<file path="src/rtl/mclpi_pkg.sv">
// shared types, constants and the control program of the motor current limiter
`timescale 1ns / 1ps

package mclpi_pkg;

	localparam int NUM_MOTORS = 2;
	localparam int CFG_AW     = 5;
	localparam int PC_W       = 4;

	// configuration register indexes (byte address is 4 * index)
	localparam logic [2:0] REG_GAIN_P       = 3'd0;
	localparam logic [2:0] REG_GAIN_I       = 3'd1;
	localparam logic [2:0] REG_SAMPLE_TIME  = 3'd2;
	localparam logic [2:0] REG_MAX_CURRENT  = 3'd3;
	localparam logic [2:0] REG_TRIP_CURRENT = 3'd4;
	localparam logic [2:0] REG_MAX_STEP     = 3'd5;

	localparam logic [23:0] GAIN_P_RST       = 24'd6554;
	localparam logic [23:0] GAIN_I_RST       = 24'd262144;
	localparam logic [23:0] SAMPLE_TIME_RST  = 24'd167772;
	localparam logic [15:0] MAX_CURRENT_RST  = 16'd1638;
	localparam logic [15:0] TRIP_CURRENT_RST = 16'd2458;
	localparam logic [14:0] MAX_STEP_RST     = 15'd8192;

	typedef struct packed {
		logic               motor_index;
		logic signed [15:0] set_ratio;
		logic        [15:0] current;
	} cmd_t;

	typedef struct packed {
		logic               motor_out;
		logic signed [15:0] drive_ratio;
		logic               tripped;
	} rsp_t;

	// multiplier operand routing and destination
	typedef enum logic [2:0] {
		MUL_NONE,
		MUL_GI,
		MUL_LO,
		MUL_HI,
		MUL_GP
	} mul_sel_t;

	// add / clamp unit operation
	typedef enum logic [2:0] {
		ALU_NONE,
		ALU_PREP,
		ALU_DI,
		ALU_INTEG,
		ALU_RC
	} alu_sel_t;

	// result writeback
	typedef enum logic [1:0] {
		RES_NONE,
		RES_DRIVE,
		RES_TRIP
	} res_sel_t;

	typedef struct packed {
		mul_sel_t         mul;
		alu_sel_t         alu;
		logic             jump;
		logic [PC_W-1:0]  target;
		logic             last;
		res_sel_t         res;
	} ctrl_word_t;

	localparam ctrl_word_t CTRL_NOP = '{
		mul:    MUL_NONE,
		alu:    ALU_NONE,
		jump:   1'b0,
		target: '0,
		last:   1'b0,
		res:    RES_NONE
	};

	// program steps
	localparam logic [PC_W-1:0] ST_PREP  = 4'd0;
	localparam logic [PC_W-1:0] ST_GI    = 4'd1;
	localparam logic [PC_W-1:0] ST_LO    = 4'd2;
	localparam logic [PC_W-1:0] ST_HI    = 4'd3;
	localparam logic [PC_W-1:0] ST_GP    = 4'd4;
	localparam logic [PC_W-1:0] ST_INTEG = 4'd5;
	localparam logic [PC_W-1:0] ST_RC    = 4'd6;
	localparam logic [PC_W-1:0] ST_WB    = 4'd7;
	localparam logic [PC_W-1:0] ST_TRIP  = 4'd8;

	function automatic ctrl_word_t mclpi_ucode(input logic [PC_W-1:0] pc);
		ctrl_word_t w;
		w = CTRL_NOP;
		case (pc)
			ST_PREP: begin
				w.alu    = ALU_PREP;
				w.jump   = 1'b1;
				w.target = ST_TRIP;
			end
			ST_GI: begin
				w.mul = MUL_GI;
			end
			ST_LO: begin
				w.mul = MUL_LO;
			end
			ST_HI: begin
				w.mul = MUL_HI;
			end
			ST_GP: begin
				w.mul = MUL_GP;
				w.alu = ALU_DI;
			end
			ST_INTEG: begin
				w.alu = ALU_INTEG;
			end
			ST_RC: begin
				w.alu = ALU_RC;
			end
			ST_WB: begin
				w.res  = RES_DRIVE;
				w.last = 1'b1;
			end
			ST_TRIP: begin
				w.res  = RES_TRIP;
				w.last = 1'b1;
			end
			default: begin
				w.last = 1'b1;
			end
		endcase
		return w;
	endfunction

endpackage

</file>
<file path="src/rtl/mclpi_seq.sv">
// step counter and control program sequencer for the current limiter datapath
`timescale 1ns / 1ps

module mclpi_seq (
	input  logic                  clk,
	input  logic                  arst_n,
	input  logic                  start,
	input  logic                  hold,
	input  logic                  cond,
	output mclpi_pkg::ctrl_word_t ctl,
	output logic                  busy
);
	import mclpi_pkg::*;

	logic [PC_W-1:0] pc_q;
	logic            run_q;
	ctrl_word_t      word;
	logic            issue;

	assign word  = mclpi_ucode(pc_q);
	// the final step waits while the result slot is still occupied
	assign issue = run_q && !(word.last && hold);
	assign busy  = run_q;

	always_comb begin
		ctl = word;
		if (!issue) begin
			ctl = CTRL_NOP;
		end
	end

	always_ff @(posedge clk or negedge arst_n) begin
		if (!arst_n) begin
			pc_q  <= '0;
			run_q <= 1'b0;
		end else if (start) begin
			pc_q  <= ST_PREP;
			run_q <= 1'b1;
		end else if (issue) begin
			if (word.last) begin
				run_q <= 1'b0;
			end else if (word.jump && cond) begin
				pc_q <= word.target;
			end else begin
				pc_q <= pc_q + 1'b1;
			end
		end
	end

endmodule

</file>
<file path="src/rtl/motor_current_limit_pi_core.sv">
// top level of the per-motor current limiter with slew limit and pi magnitude cap
`timescale 1ns / 1ps

// usage:
// - cmd channel (cmd_valid / cmd_stall / cmd) brings one tick item: motor index,
//   signed requested ratio (q2.14) and measured current (q4.12)
// - rsp channel (rsp_valid / rsp_stall / rsp) returns exactly one result item per
//   tick: the motor, the signed drive ratio (q2.14) and the trip flag
// - apb port holds gain_p, gain_i, sample_time, max_current, trip_current and
//   max_step at byte addresses 0, 4, 8, 12, 16, 20; write only while idle
// - program: a normal item runs the 8-step control program and the next item
//   is taken once it has finished; an overcurrent item jumps straight to the
//   trip step and takes 2 steps
// - the program length is set by the single shared 24x24 multiplier, used
//   four times per normal item, and the add / clamp unit that follows it
// - cmd_stall is high while the program runs; a finished result sits in the
//   rsp register, so the next item is accepted while it waits
// - if rsp_stall holds the previous result, the final step of the next item
//   waits until that result is taken
// - reset clears the per-motor integrator and last drive, loads the
//   register defaults and empties the result register
module motor_current_limit_pi_core (
	input  logic                        clk,
	input  logic                        arst_n,
	// tick items
	input  logic                        cmd_valid,
	output logic                        cmd_stall,
	input  mclpi_pkg::cmd_t             cmd,
	// result items
	output logic                        rsp_valid,
	input  logic                        rsp_stall,
	output mclpi_pkg::rsp_t             rsp,
	// configuration
	input  logic                        psel,
	input  logic                        penable,
	input  logic                        pwrite,
	input  logic [mclpi_pkg::CFG_AW-1:0] paddr,
	input  logic [31:0]                 pwdata,
	output logic [31:0]                 prdata,
	output logic                        pready
);
	import mclpi_pkg::*;

	localparam logic signed [48:0] SAT_MAX = (49'sd1 <<< 47) - 49'sd1;
	localparam logic signed [48:0] ONE_Q28 = 49'sd1 <<< 28;
	localparam logic signed [15:0] DRIVE_MAX = 16'sd16384;

	// configuration registers
	logic [23:0] gain_p_q;
	logic [23:0] gain_i_q;
	logic [23:0] sample_time_q;
	logic [15:0] max_current_q;
	logic [15:0] trip_current_q;
	logic [14:0] max_step_q;

	// per-motor state
	logic signed [47:0] integ_q [NUM_MOTORS];
	logic signed [15:0] last_q  [NUM_MOTORS];

	// captured item
	logic               m_q;
	logic signed [15:0] req_q;
	logic        [15:0] cur_q;

	// datapath registers
	logic        [15:0] emag_q;
	logic               eneg_q;
	logic        [15:0] rmag_q;
	logic               rneg_q;
	logic        [39:0] a_q;
	logic        [47:0] t_q;
	logic        [39:0] u_q;
	logic signed [40:0] p_q;
	logic        [40:0] di_q;
	logic signed [47:0] x_q;
	logic        [28:0] rc_q;

	logic               rsp_valid_q;
	rsp_t               rsp_q;

	// sequencer
	ctrl_word_t ctl;
	logic       busy;
	logic       cmd_acc;
	logic       rsp_acc;
	logic       cfg_wr;
	logic       motor_ok;
	logic       trip_hit;

	// combinational datapath
	logic signed [16:0] err;
	logic signed [16:0] err_neg;
	logic        [15:0] emag;
	logic signed [17:0] act_x;
	logic signed [17:0] req_x;
	logic signed [17:0] step_x;
	logic signed [17:0] up_lim;
	logic signed [17:0] dn_lim;
	logic signed [17:0] r;
	logic signed [17:0] r_neg;
	logic        [23:0] mul_a;
	logic        [23:0] mul_b;
	logic        [47:0] mul_p;
	logic signed [40:0] p_mag;
	logic signed [41:0] di_s;
	logic signed [48:0] isum;
	logic signed [48:0] isat;
	logic signed [48:0] csum;
	logic signed [48:0] clim;
	logic signed [48:0] cval;
	logic signed [48:0] inext;
	logic signed [15:0] mag_s;
	logic signed [15:0] drive;

	assign cmd_acc   = cmd_valid && !cmd_stall;
	assign rsp_acc   = rsp_valid_q && !rsp_stall;
	assign cfg_wr    = psel && penable && pwrite && pready;
	assign pready    = 1'b1;
	assign cmd_stall = busy;
	assign rsp_valid = rsp_valid_q;
	assign rsp       = rsp_q;

	assign motor_ok = int'(m_q) < NUM_MOTORS;
	assign trip_hit = cur_q >= trip_current_q;

	mclpi_seq u_seq (
		.clk    (clk),
		.arst_n (arst_n),
		.start  (cmd_acc),
		.hold   (rsp_valid_q && rsp_stall),
		.cond   (trip_hit || !motor_ok),
		.ctl    (ctl),
		.busy   (busy)
	);

	// register readback
	always_comb begin
		case (paddr[4:2])
			REG_GAIN_P:       prdata = {8'b0, gain_p_q};
			REG_GAIN_I:       prdata = {8'b0, gain_i_q};
			REG_SAMPLE_TIME:  prdata = {8'b0, sample_time_q};
			REG_MAX_CURRENT:  prdata = {16'b0, max_current_q};
			REG_TRIP_CURRENT: prdata = {16'b0, trip_current_q};
			REG_MAX_STEP:     prdata = {17'b0, max_step_q};
			default:          prdata = '0;
		endcase
	end

	// headroom error and slew limit on the request
	always_comb begin
		err     = signed'({1'b0, max_current_q}) - signed'({1'b0, cur_q});
		err_neg = -err;
		emag    = err[16] ? err_neg[15:0] : err[15:0];

		act_x  = 18'(last_q[m_q]);
		req_x  = 18'(req_q);
		step_x = signed'({3'b0, max_step_q});
		up_lim = act_x + step_x;
		dn_lim = act_x - step_x;
		if (req_x > 18'sd0 && act_x >= 18'sd0) begin
			// moving away from zero forward is capped, toward zero is free
			r = (req_x > up_lim) ? up_lim : req_x;
		end else if (req_x < 18'sd0 && act_x <= 18'sd0) begin
			r = (req_x < dn_lim) ? dn_lim : req_x;
		end else begin
			// reversal or zero request
			r = '0;
		end
		r_neg = -r;
	end

	// shared multiplier operand routing
	always_comb begin
		case (ctl.mul)
			MUL_GI: begin
				mul_a = {8'b0, emag_q};
				mul_b = gain_i_q;
			end
			MUL_LO: begin
				mul_a = a_q[23:0];
				mul_b = sample_time_q;
			end
			MUL_HI: begin
				mul_a = {8'b0, a_q[39:24]};
				mul_b = sample_time_q;
			end
			MUL_GP: begin
				mul_a = {8'b0, emag_q};
				mul_b = gain_p_q;
			end
			default: begin
				mul_a = '0;
				mul_b = '0;
			end
		endcase
		mul_p = mul_a * mul_b;
		p_mag = signed'({1'b0, mul_p[39:0]});
	end

	// integrator update, output clamp and back-calculation
	always_comb begin
		di_s = eneg_q ? -signed'({1'b0, di_q}) : signed'({1'b0, di_q});
		isum = 49'(integ_q[m_q]) + 49'(di_s);
		if (isum > SAT_MAX) begin
			isat = SAT_MAX;
		end else if (isum < -SAT_MAX) begin
			isat = -SAT_MAX;
		end else begin
			isat = isum;
		end

		csum = 49'(p_q) + 49'(x_q);
		clim = signed'({19'b0, rmag_q, 14'b0});
		cval = csum;
		if (cval > clim) begin
			cval = clim;
		end
		if (cval > ONE_Q28) begin
			cval = ONE_Q28;
		end
		if (cval < 49'sd0) begin
			cval = '0;
		end

		inext = signed'({20'b0, rc_q}) - 49'(p_q);
		mag_s = signed'({1'b0, rc_q[28:14]});
		drive = rneg_q ? -mag_s : mag_s;
	end

	// control state, configuration and per-motor state
	always_ff @(posedge clk or negedge arst_n) begin
		if (!arst_n) begin
			gain_p_q       <= GAIN_P_RST;
			gain_i_q       <= GAIN_I_RST;
			sample_time_q  <= SAMPLE_TIME_RST;
			max_current_q  <= MAX_CURRENT_RST;
			trip_current_q <= TRIP_CURRENT_RST;
			max_step_q     <= MAX_STEP_RST;
			rsp_valid_q    <= 1'b0;
			for (int i = 0; i < NUM_MOTORS; i++) begin
				integ_q[i] <= '0;
				last_q[i]  <= '0;
			end
		end else begin
			if (cfg_wr) begin
				case (paddr[4:2])
					REG_GAIN_P:       gain_p_q       <= pwdata[23:0];
					REG_GAIN_I:       gain_i_q       <= pwdata[23:0];
					REG_SAMPLE_TIME:  sample_time_q  <= pwdata[23:0];
					REG_MAX_CURRENT:  max_current_q  <= pwdata[15:0];
					REG_TRIP_CURRENT: trip_current_q <= pwdata[15:0];
					REG_MAX_STEP:     max_step_q     <= pwdata[14:0];
					default: ;
				endcase
			end

			case (ctl.res)
				RES_DRIVE: begin
					integ_q[m_q] <= inext[47:0];
					last_q[m_q]  <= drive;
				end
				RES_TRIP: begin
					// integrator is kept across a trip
					if (motor_ok) begin
						last_q[m_q] <= '0;
					end
				end
				default: ;
			endcase

			if (ctl.res != RES_NONE) begin
				rsp_valid_q <= 1'b1;
			end else if (rsp_acc) begin
				rsp_valid_q <= 1'b0;
			end
		end
	end

	// payload and working registers
	always_ff @(posedge clk) begin
		if (cmd_acc) begin
			m_q   <= cmd.motor_index;
			req_q <= cmd.set_ratio;
			cur_q <= cmd.current;
		end

		case (ctl.alu)
			ALU_PREP: begin
				emag_q <= emag;
				eneg_q <= err[16];
				rmag_q <= r[17] ? r_neg[15:0] : r[15:0];
				rneg_q <= r[17];
			end
			ALU_DI: begin
				// hi partial product already sits 24 bits up
				di_q <= 41'(u_q) + 41'(t_q[47:24]);
			end
			ALU_INTEG: begin
				x_q <= isat[47:0];
			end
			ALU_RC: begin
				rc_q <= cval[28:0];
			end
			default: ;
		endcase

		case (ctl.mul)
			MUL_GI: a_q <= mul_p[39:0];
			MUL_LO: t_q <= mul_p;
			MUL_HI: u_q <= mul_p[39:0];
			MUL_GP: p_q <= eneg_q ? -p_mag : p_mag;
			default: ;
		endcase

		case (ctl.res)
			RES_DRIVE: begin
				rsp_q.motor_out   <= m_q;
				rsp_q.drive_ratio <= drive;
				rsp_q.tripped     <= 1'b0;
			end
			RES_TRIP: begin
				rsp_q.motor_out   <= m_q;
				rsp_q.drive_ratio <= '0;
				rsp_q.tripped     <= motor_ok;
			end
			default: ;
		endcase
	end

	// an accepted item keeps the sequencer busy on the next cycle
	a_cmd_busy: assert property (@(posedge clk) disable iff (!arst_n)
		cmd_acc |=> cmd_stall)
		else $error("sequencer not busy after item accept");

	// a tripped result never carries drive
	a_trip_zero: assert property (@(posedge clk) disable iff (!arst_n)
		(rsp_valid && rsp.tripped) |-> (rsp.drive_ratio == 16'sd0))
		else $error("tripped result with nonzero drive");

	// drive magnitude never exceeds full scale
	a_drive_range: assert property (@(posedge clk) disable iff (!arst_n)
		rsp_valid |-> (rsp.drive_ratio <= DRIVE_MAX && rsp.drive_ratio >= -DRIVE_MAX))
		else $error("drive ratio out of range");

	// a fresh result appears only as the program finishes
	a_rsp_done: assert property (@(posedge clk) disable iff (!arst_n)
		$rose(rsp_valid) |-> !busy)
		else $error("result raised while program still running");

	// the clamped control value stays within 0..1.0
	a_rc_range: assert property (@(posedge clk) disable iff (!arst_n)
		$past(ctl.alu == ALU_RC) |-> (rc_q <= 29'(ONE_Q28)))
		else $error("clamped value above unity");

endmodule
</file>
<file path="config.mk">
export PLATFORM = sky130hd
export DESIGN_NAME = motor_current_limit_pi_core
export DESIGN_NICKNAME = d
export VERILOG_FILES = /design/src/rtl/mclpi_pkg.sv /design/src/rtl/mclpi_seq.sv /design/src/rtl/motor_current_limit_pi_core.sv
export SDC_FILE = /design/constraint.sdc
export NUM_CORES = 2
export LEC_CHECK = 0
export BUFFER_PORTS_ARGS = -buffer_cell sky130_fd_sc_hd__buf_4
export CAP_MARGIN = 0
export CELL_PAD_IN_SITES_DETAIL_PLACEMENT = 0
export CELL_PAD_IN_SITES_GLOBAL_PLACEMENT = 1
export CORE_MARGIN = 2
export CORE_UTILIZATION = 24
export CTS_CLUSTER_DIAMETER = 150
export DETAILED_ROUTE_END_ITERATION = 10
export MAX_ROUTING_LAYER = met4
export PLACE_DENSITY = 0.45
export SLEW_MARGIN = 20
export SYNTH_ARGS = -nofsm -noshare
export SYNTH_HDL_FRONTEND = slang
export SYNTH_HIERARCHICAL = 1
export SYNTH_SLANG_ARGS = --single-unit
</file>
<file path="constraint.sdc">
create_clock -name clk -period 12.93 [get_ports clk]
set_input_delay 0 -clock clk [delete_from_list [all_inputs] [get_ports clk]]
set_output_delay 0 -clock clk [all_outputs]
set_load 0.03 [all_outputs]
</file>
# Word level (Yosys, flattened, before mapping)
# Cells that the tools add are included.
# Widths: inputs -> output; s select.
[classes] mux=44 bitwise=3 n_reduce_logical=33 add_sub_neg=13 n_mul=1 shifts=0 n_lt_le_gt_ge=14 n_div=0 n_eq_ne=24
[ops] cell="$mux 48" n=5
[ops] cell="$pmux 24 s3" n=2
[ops] cell="$pmux 24 s6" n=1
[ops] cell="$mux 16" n=7
[ops] cell="$mux 49" n=2
[ops] cell="$bwmux 96" n=1
[ops] cell="$mux 18" n=4
[ops] cell="$pmux 32 s2" n=1
[ops] cell="$add 41x48->49" n=1
[ops] cell="$add 48x42->49" n=1
[ops] cell="$gt 49x30->1 const B" n=1
[ops] cell="$gt 49x31->1" n=1
[ops] cell="$gt 49x48->1 const B" n=1
[ops] cell="$lt 49x1->1 const B" n=1
[ops] cell="$lt 49x48->1 const B" n=1
[ops] cell="$demux 48 s1" n=1
[ops] cell="$mul 24x24->48" n=1
[ops] cell="$mux 42" n=1
[ops] cell="$neg 41->42" n=1
[ops] cell="$sub 30x41->42" n=1
[ops] cell="$add 40x24->41" n=1
[ops] cell="$neg 40->41" n=1
[ops] cell="$mux 40" n=1
[ops] cell="$pmux 18 s2" n=1
[ops] cell="other kinds (43)" n=93
[totals] mem_bits_rw=0 inputBits=77 wordCells=164 mem_bits_ro=0 regBits=625 mem_count=0 latch_bits=0 output_inout_bits=53

# Logic depth before layout (Yosys ltp)
[logic_depth] ltp_word=13 mapped_depth=42 mapped_depth_nobuf=36

# Modules after synthesis
# The synthesis kept the hierarchy.
[modules_own_cells] mod="motor_current_limit_pi_core" seq_area_each_um2=16394.5 cells_per_inst=5956 area_each_um2=55899.9 n_inst=1
[modules_own_cells] mod="mclpi_seq" seq_area_each_um2=125.1 cells_per_inst=58 area_each_um2=501.7 n_inst=1

# Least setup slack after synthesis
# No wires, ideal clock.
[synth_timing] kind="register -> register" start="register u_seq.pc_q[1]" end="register p_q[37] (data pin)" arrival_ns=9.980 synth_period_minus_slack_ns=10.242 setup_time_ns=0.262 t_required_ns=12.668 stages_incl_launch_ff=41 path_buffers=5 slack_ns=2.688 cell_sequence="dfrtp_1 -> inv_1 -> ha_1 -> nor2_1 -> nor3_1 -> buf_2 -> nor2b_1 -> clkbuf_1 -> o21ba_2 -> clkbuf_1 -> clkbuf_1 -> nand2_1 -> o21ai_0 -> clkbuf_1 -> nand2_1 -> fa_1 -> inv_1 -> fa_1 -> [... 5 more ...] -> fa_1 -> inv_1 -> fa_1 -> inv_1 -> fa_1 -> inv_1 -> ha_1 -> and2_1 -> o21a_1 -> or2_2 -> a31o_1 -> a21oi_2 -> xnor2_1 -> or4_4 -> or3_1 -> or4_1 -> o31ai_1 -> xnor2_1"
[synth_rtl] item="from (decl)" line_no="mclpi_seq.sv:15" text="logic [PC_W-1:0] pc_q;"
[synth_rtl] item="from (signal assigned)" line_no="mclpi_seq.sv:43" text="pc_q <= word.target;"
[synth_rtl] item="from (signal assigned)" line_no="mclpi_seq.sv:45" text="pc_q <= pc_q + 1'b1;"
[synth_rtl] item="to (signal assigned)" line_no="motor_current_limit_pi_core.sv:311" text="MUL_GP: p_q <= eneg_q ? -p_mag : p_mag;"
[synth_rtl] item="to (decl)" line_no="motor_current_limit_pi_core.sv:73" text="logic signed [40:0] p_q;"

==> run metrics <==
Max FO, Critical Path 19; outcome completed; max-slew violation count 0; antenna violations before repair 3; worst hold margin roughly 0.059 ns; Setup Skew around 0.056 ns; MaxCap Viol Count 0; via count 43.1k; unrepaired setup endpoints after global routing false; maximum resistive drop on vdd ~0.00011 V; number of warnings reported in the yosys synthesis log 6; count of instances resized after the clock tree is built 0; via density per instance about 4.6; required arrival time at the worst endpoint between 10 and 15 ns; final period utilization between 80% and 90%; area of the mapped netlist between 50000 and 60000 sq um; vias in the first global route 44.6k; first-pass GRT wire length just over 300 mm; launching element of the worst setup path u_seq/pc_q[0]$_DFFE_PN0P_; critical path's largest stage delay between 0.7 and 0.8 ns; CTS Hold Bufs slightly above 90; Die H 489 microns; Switching Fraction between 40% and 50%; sort of element at the end of the critical path flop; overall die area ~240000 sq um; Pleak approximately 28 nW; internal power summed over all cells 0.00652 W; CP startpoint kind flop; Die Span X around 490 microns; CTS tree built; Crit path arrival time 11.81 ns; top achievable clock speed between 80 and 90 MHz; Power Density about 190 nW/um^2; worst rel slew slack around 23%; level count of the clock H-tree 3; residual antenna-violating net count after detailed routing 0; port bufs 110; reg-to-reg critical path startpoint u_seq/pc_q[0]$_DFFE_PN0P_; part of the power in combinational logic between 50% and 60%; clock transition time at the flip-flop clock pins of the worst setup and hold paths 0.06 ns; Hold Fails Final Rpt 0; post-layout min period ~11 ns; worst hold path cell count 2; insertion delay to the later sink of the worst-skew pair 0.69 ns; I/O pin count 130; worst-margin pin slew roughly 1.1 ns; overflow left after global routing 0; setup violation total in the final timing report 0; critical path type reg -> reg; net switching power figure around 0.0057 W; setup fix buffers added after clock tree synthesis 0; FF-to-FF path depth 35; routed length per instance approximately 22 microns; HPWL after detailed placement 160 mm; Placer Congestion slightly above 0.8; Overall Global Routing Usage between 10% and 20%; layout cell share with drive strength beyond 1 between 10% and 20%; Rows 177; slack of the worst reg-to-reg path between 1.5 and 2 ns; number of buffers added by the clock tree synthesis step between 70 and 80; relative contribution of the clock network to total power 18.9%; clock tree root buffer cell sky130_fd_sc_hd__clkbuf_16; sum of negative setup slack 0 ns; Bufs on Longest Clock Path 3; DRT Pass-1 Iters 7; mean cell area of the mapped netlist roughly 9.4 sq um; number of remaining DRC errors 0; start point of the worst hold path cmd[2]; Slowest cell on crit path sky130_fd_sc_hd__o21ai_2; number of nets in the layout 7137; effective utilization at floorplan 24.2%; DRC violation total after the first TritonRoute iteration 2646; Hold WC Path Type in -> reg; core area between 200000 and 250000 sq um; layout-stage area growth over the synthesis result 14.7%; proportion of power drawn by flip-flops and latches 25.1%; maximum number of pins on one net before global-route repair ~140; Post-Syn Instances 6006; TritonCTS sink count roughly 600; Detailed Route WL a little over 200 mm
-- cell type report --
type                       instances  area, sq um
timing repair buffer             295         2480
tap                             3132         3920
inverter                         803         3010
clock inverter                    34          455
antenna                            4         10.0
multi-input combinational       4365        36000
clock buffer                     109         2240
sequential                       589        16500
fill                           25000       168000
-- final timing paths --
path / to
setup / recovery: p_q[38]$_DFFE_PN_
hold / removal: cur_q[2]$_DFFE_PP_
min in group asynchronous: gain_i_q[9]$_DFFE_PN0P_
setup reg to reg: p_q[38]$_DFFE_PN_
max in group asynchronous: integ_q[70]$_DFFE_PN0P_
hold reg to reg: integ_q[34]$_DFFE_PN0P_
-- cell usage in the layout (no fill, tap or decap), types with 89 or more instances in the layout --
cell type / instances
sky130_fd_sc_hd__a21o_1: 119
sky130_fd_sc_hd__a21oi_1: 273
sky130_fd_sc_hd__buf_4: 201
sky130_fd_sc_hd__dfrtp_1: 210
sky130_fd_sc_hd__dlygate4sd3_1: 91
sky130_fd_sc_hd__edfxtp_1: 348
sky130_fd_sc_hd__fa_1: 489
sky130_fd_sc_hd__ha_1: 439
sky130_fd_sc_hd__inv_1: 802
sky130_fd_sc_hd__mux2_2: 151
sky130_fd_sc_hd__nand2_1: 671
sky130_fd_sc_hd__nor2_1: 514
sky130_fd_sc_hd__o21ai_0: 319
sky130_fd_sc_hd__xnor2_1: 237
sky130_fd_sc_hd__xor2_1: 89
-- stage by stage --
stage | area, sq um | power, W | instances | setup slack, ns | util [%]
finish | 64700 | 0.0122 | 9331 | 1.50 | 27.8
global route | 64700 | 0.0131 | 9327 | 0.924 | 27.8
CTS | 64600 | 0.0123 | 9327 | 1.32 | 27.7
detailed placement | 61000 | 0.00993 | 9092 | 1.40 | 26.2
global placement | 61000 | 0.00992 | 9092 | 1.44 | 26.2
floorplan | 56400 | 0.00742 | 6013 | 2.69 | -
-- layer usage --
layer / up-vias / global-route usage [%] / wire length (microns) / share of wire (%)
li1: 20500 / - / - / -
met5: - / - / 0 / 0
met1: 21800 / 24.8 / 101000 / 50
met3: 171 / 1.40 / 5530 / 2.7
met2: 669 / 27.2 / 91600 / 45
met4: 0 / 3.45 / 4020 / 2.0
-- registers in the layout, summed over array words and instances (netlist names), 24 cells and up --
name / count
sample_time_q: 24
t_q: 24
x_q: 48
last_q: 32
rc_q: 29
gain_i_q: 24
u_q: 40
gain_p_q: 24
p_q: 41
di_q: 41
integ_q: 84
a_q: 40
-- power groups by stage --
stage          clock (W)  sequential [W]  combinational, W
6_report         0.00230         0.00305           0.00683
4_1_cts          0.00238         0.00306           0.00690
3_5_place_dp           0         0.00309           0.00684
5_1_grt          0.00244         0.00310           0.00757
2_1_floorplan          0         0.00292           0.00450
3_3_place_gp           0         0.00309           0.00683
-- worst max-delay path, delay by kind of cell, from the launching register on --
family	cells	cell delay [ns]
adder cells (fa/ha/maj)	9	4.08
buffers and inverters	9	1.35
AND/OR/NAND/NOR	7	2.08
AO/OA/AOI/OAI	9	3.06
XOR/XNOR	1	0.11
flip-flops	1	0.43
No activity file was read; power rests on OpenSTA's default activity.
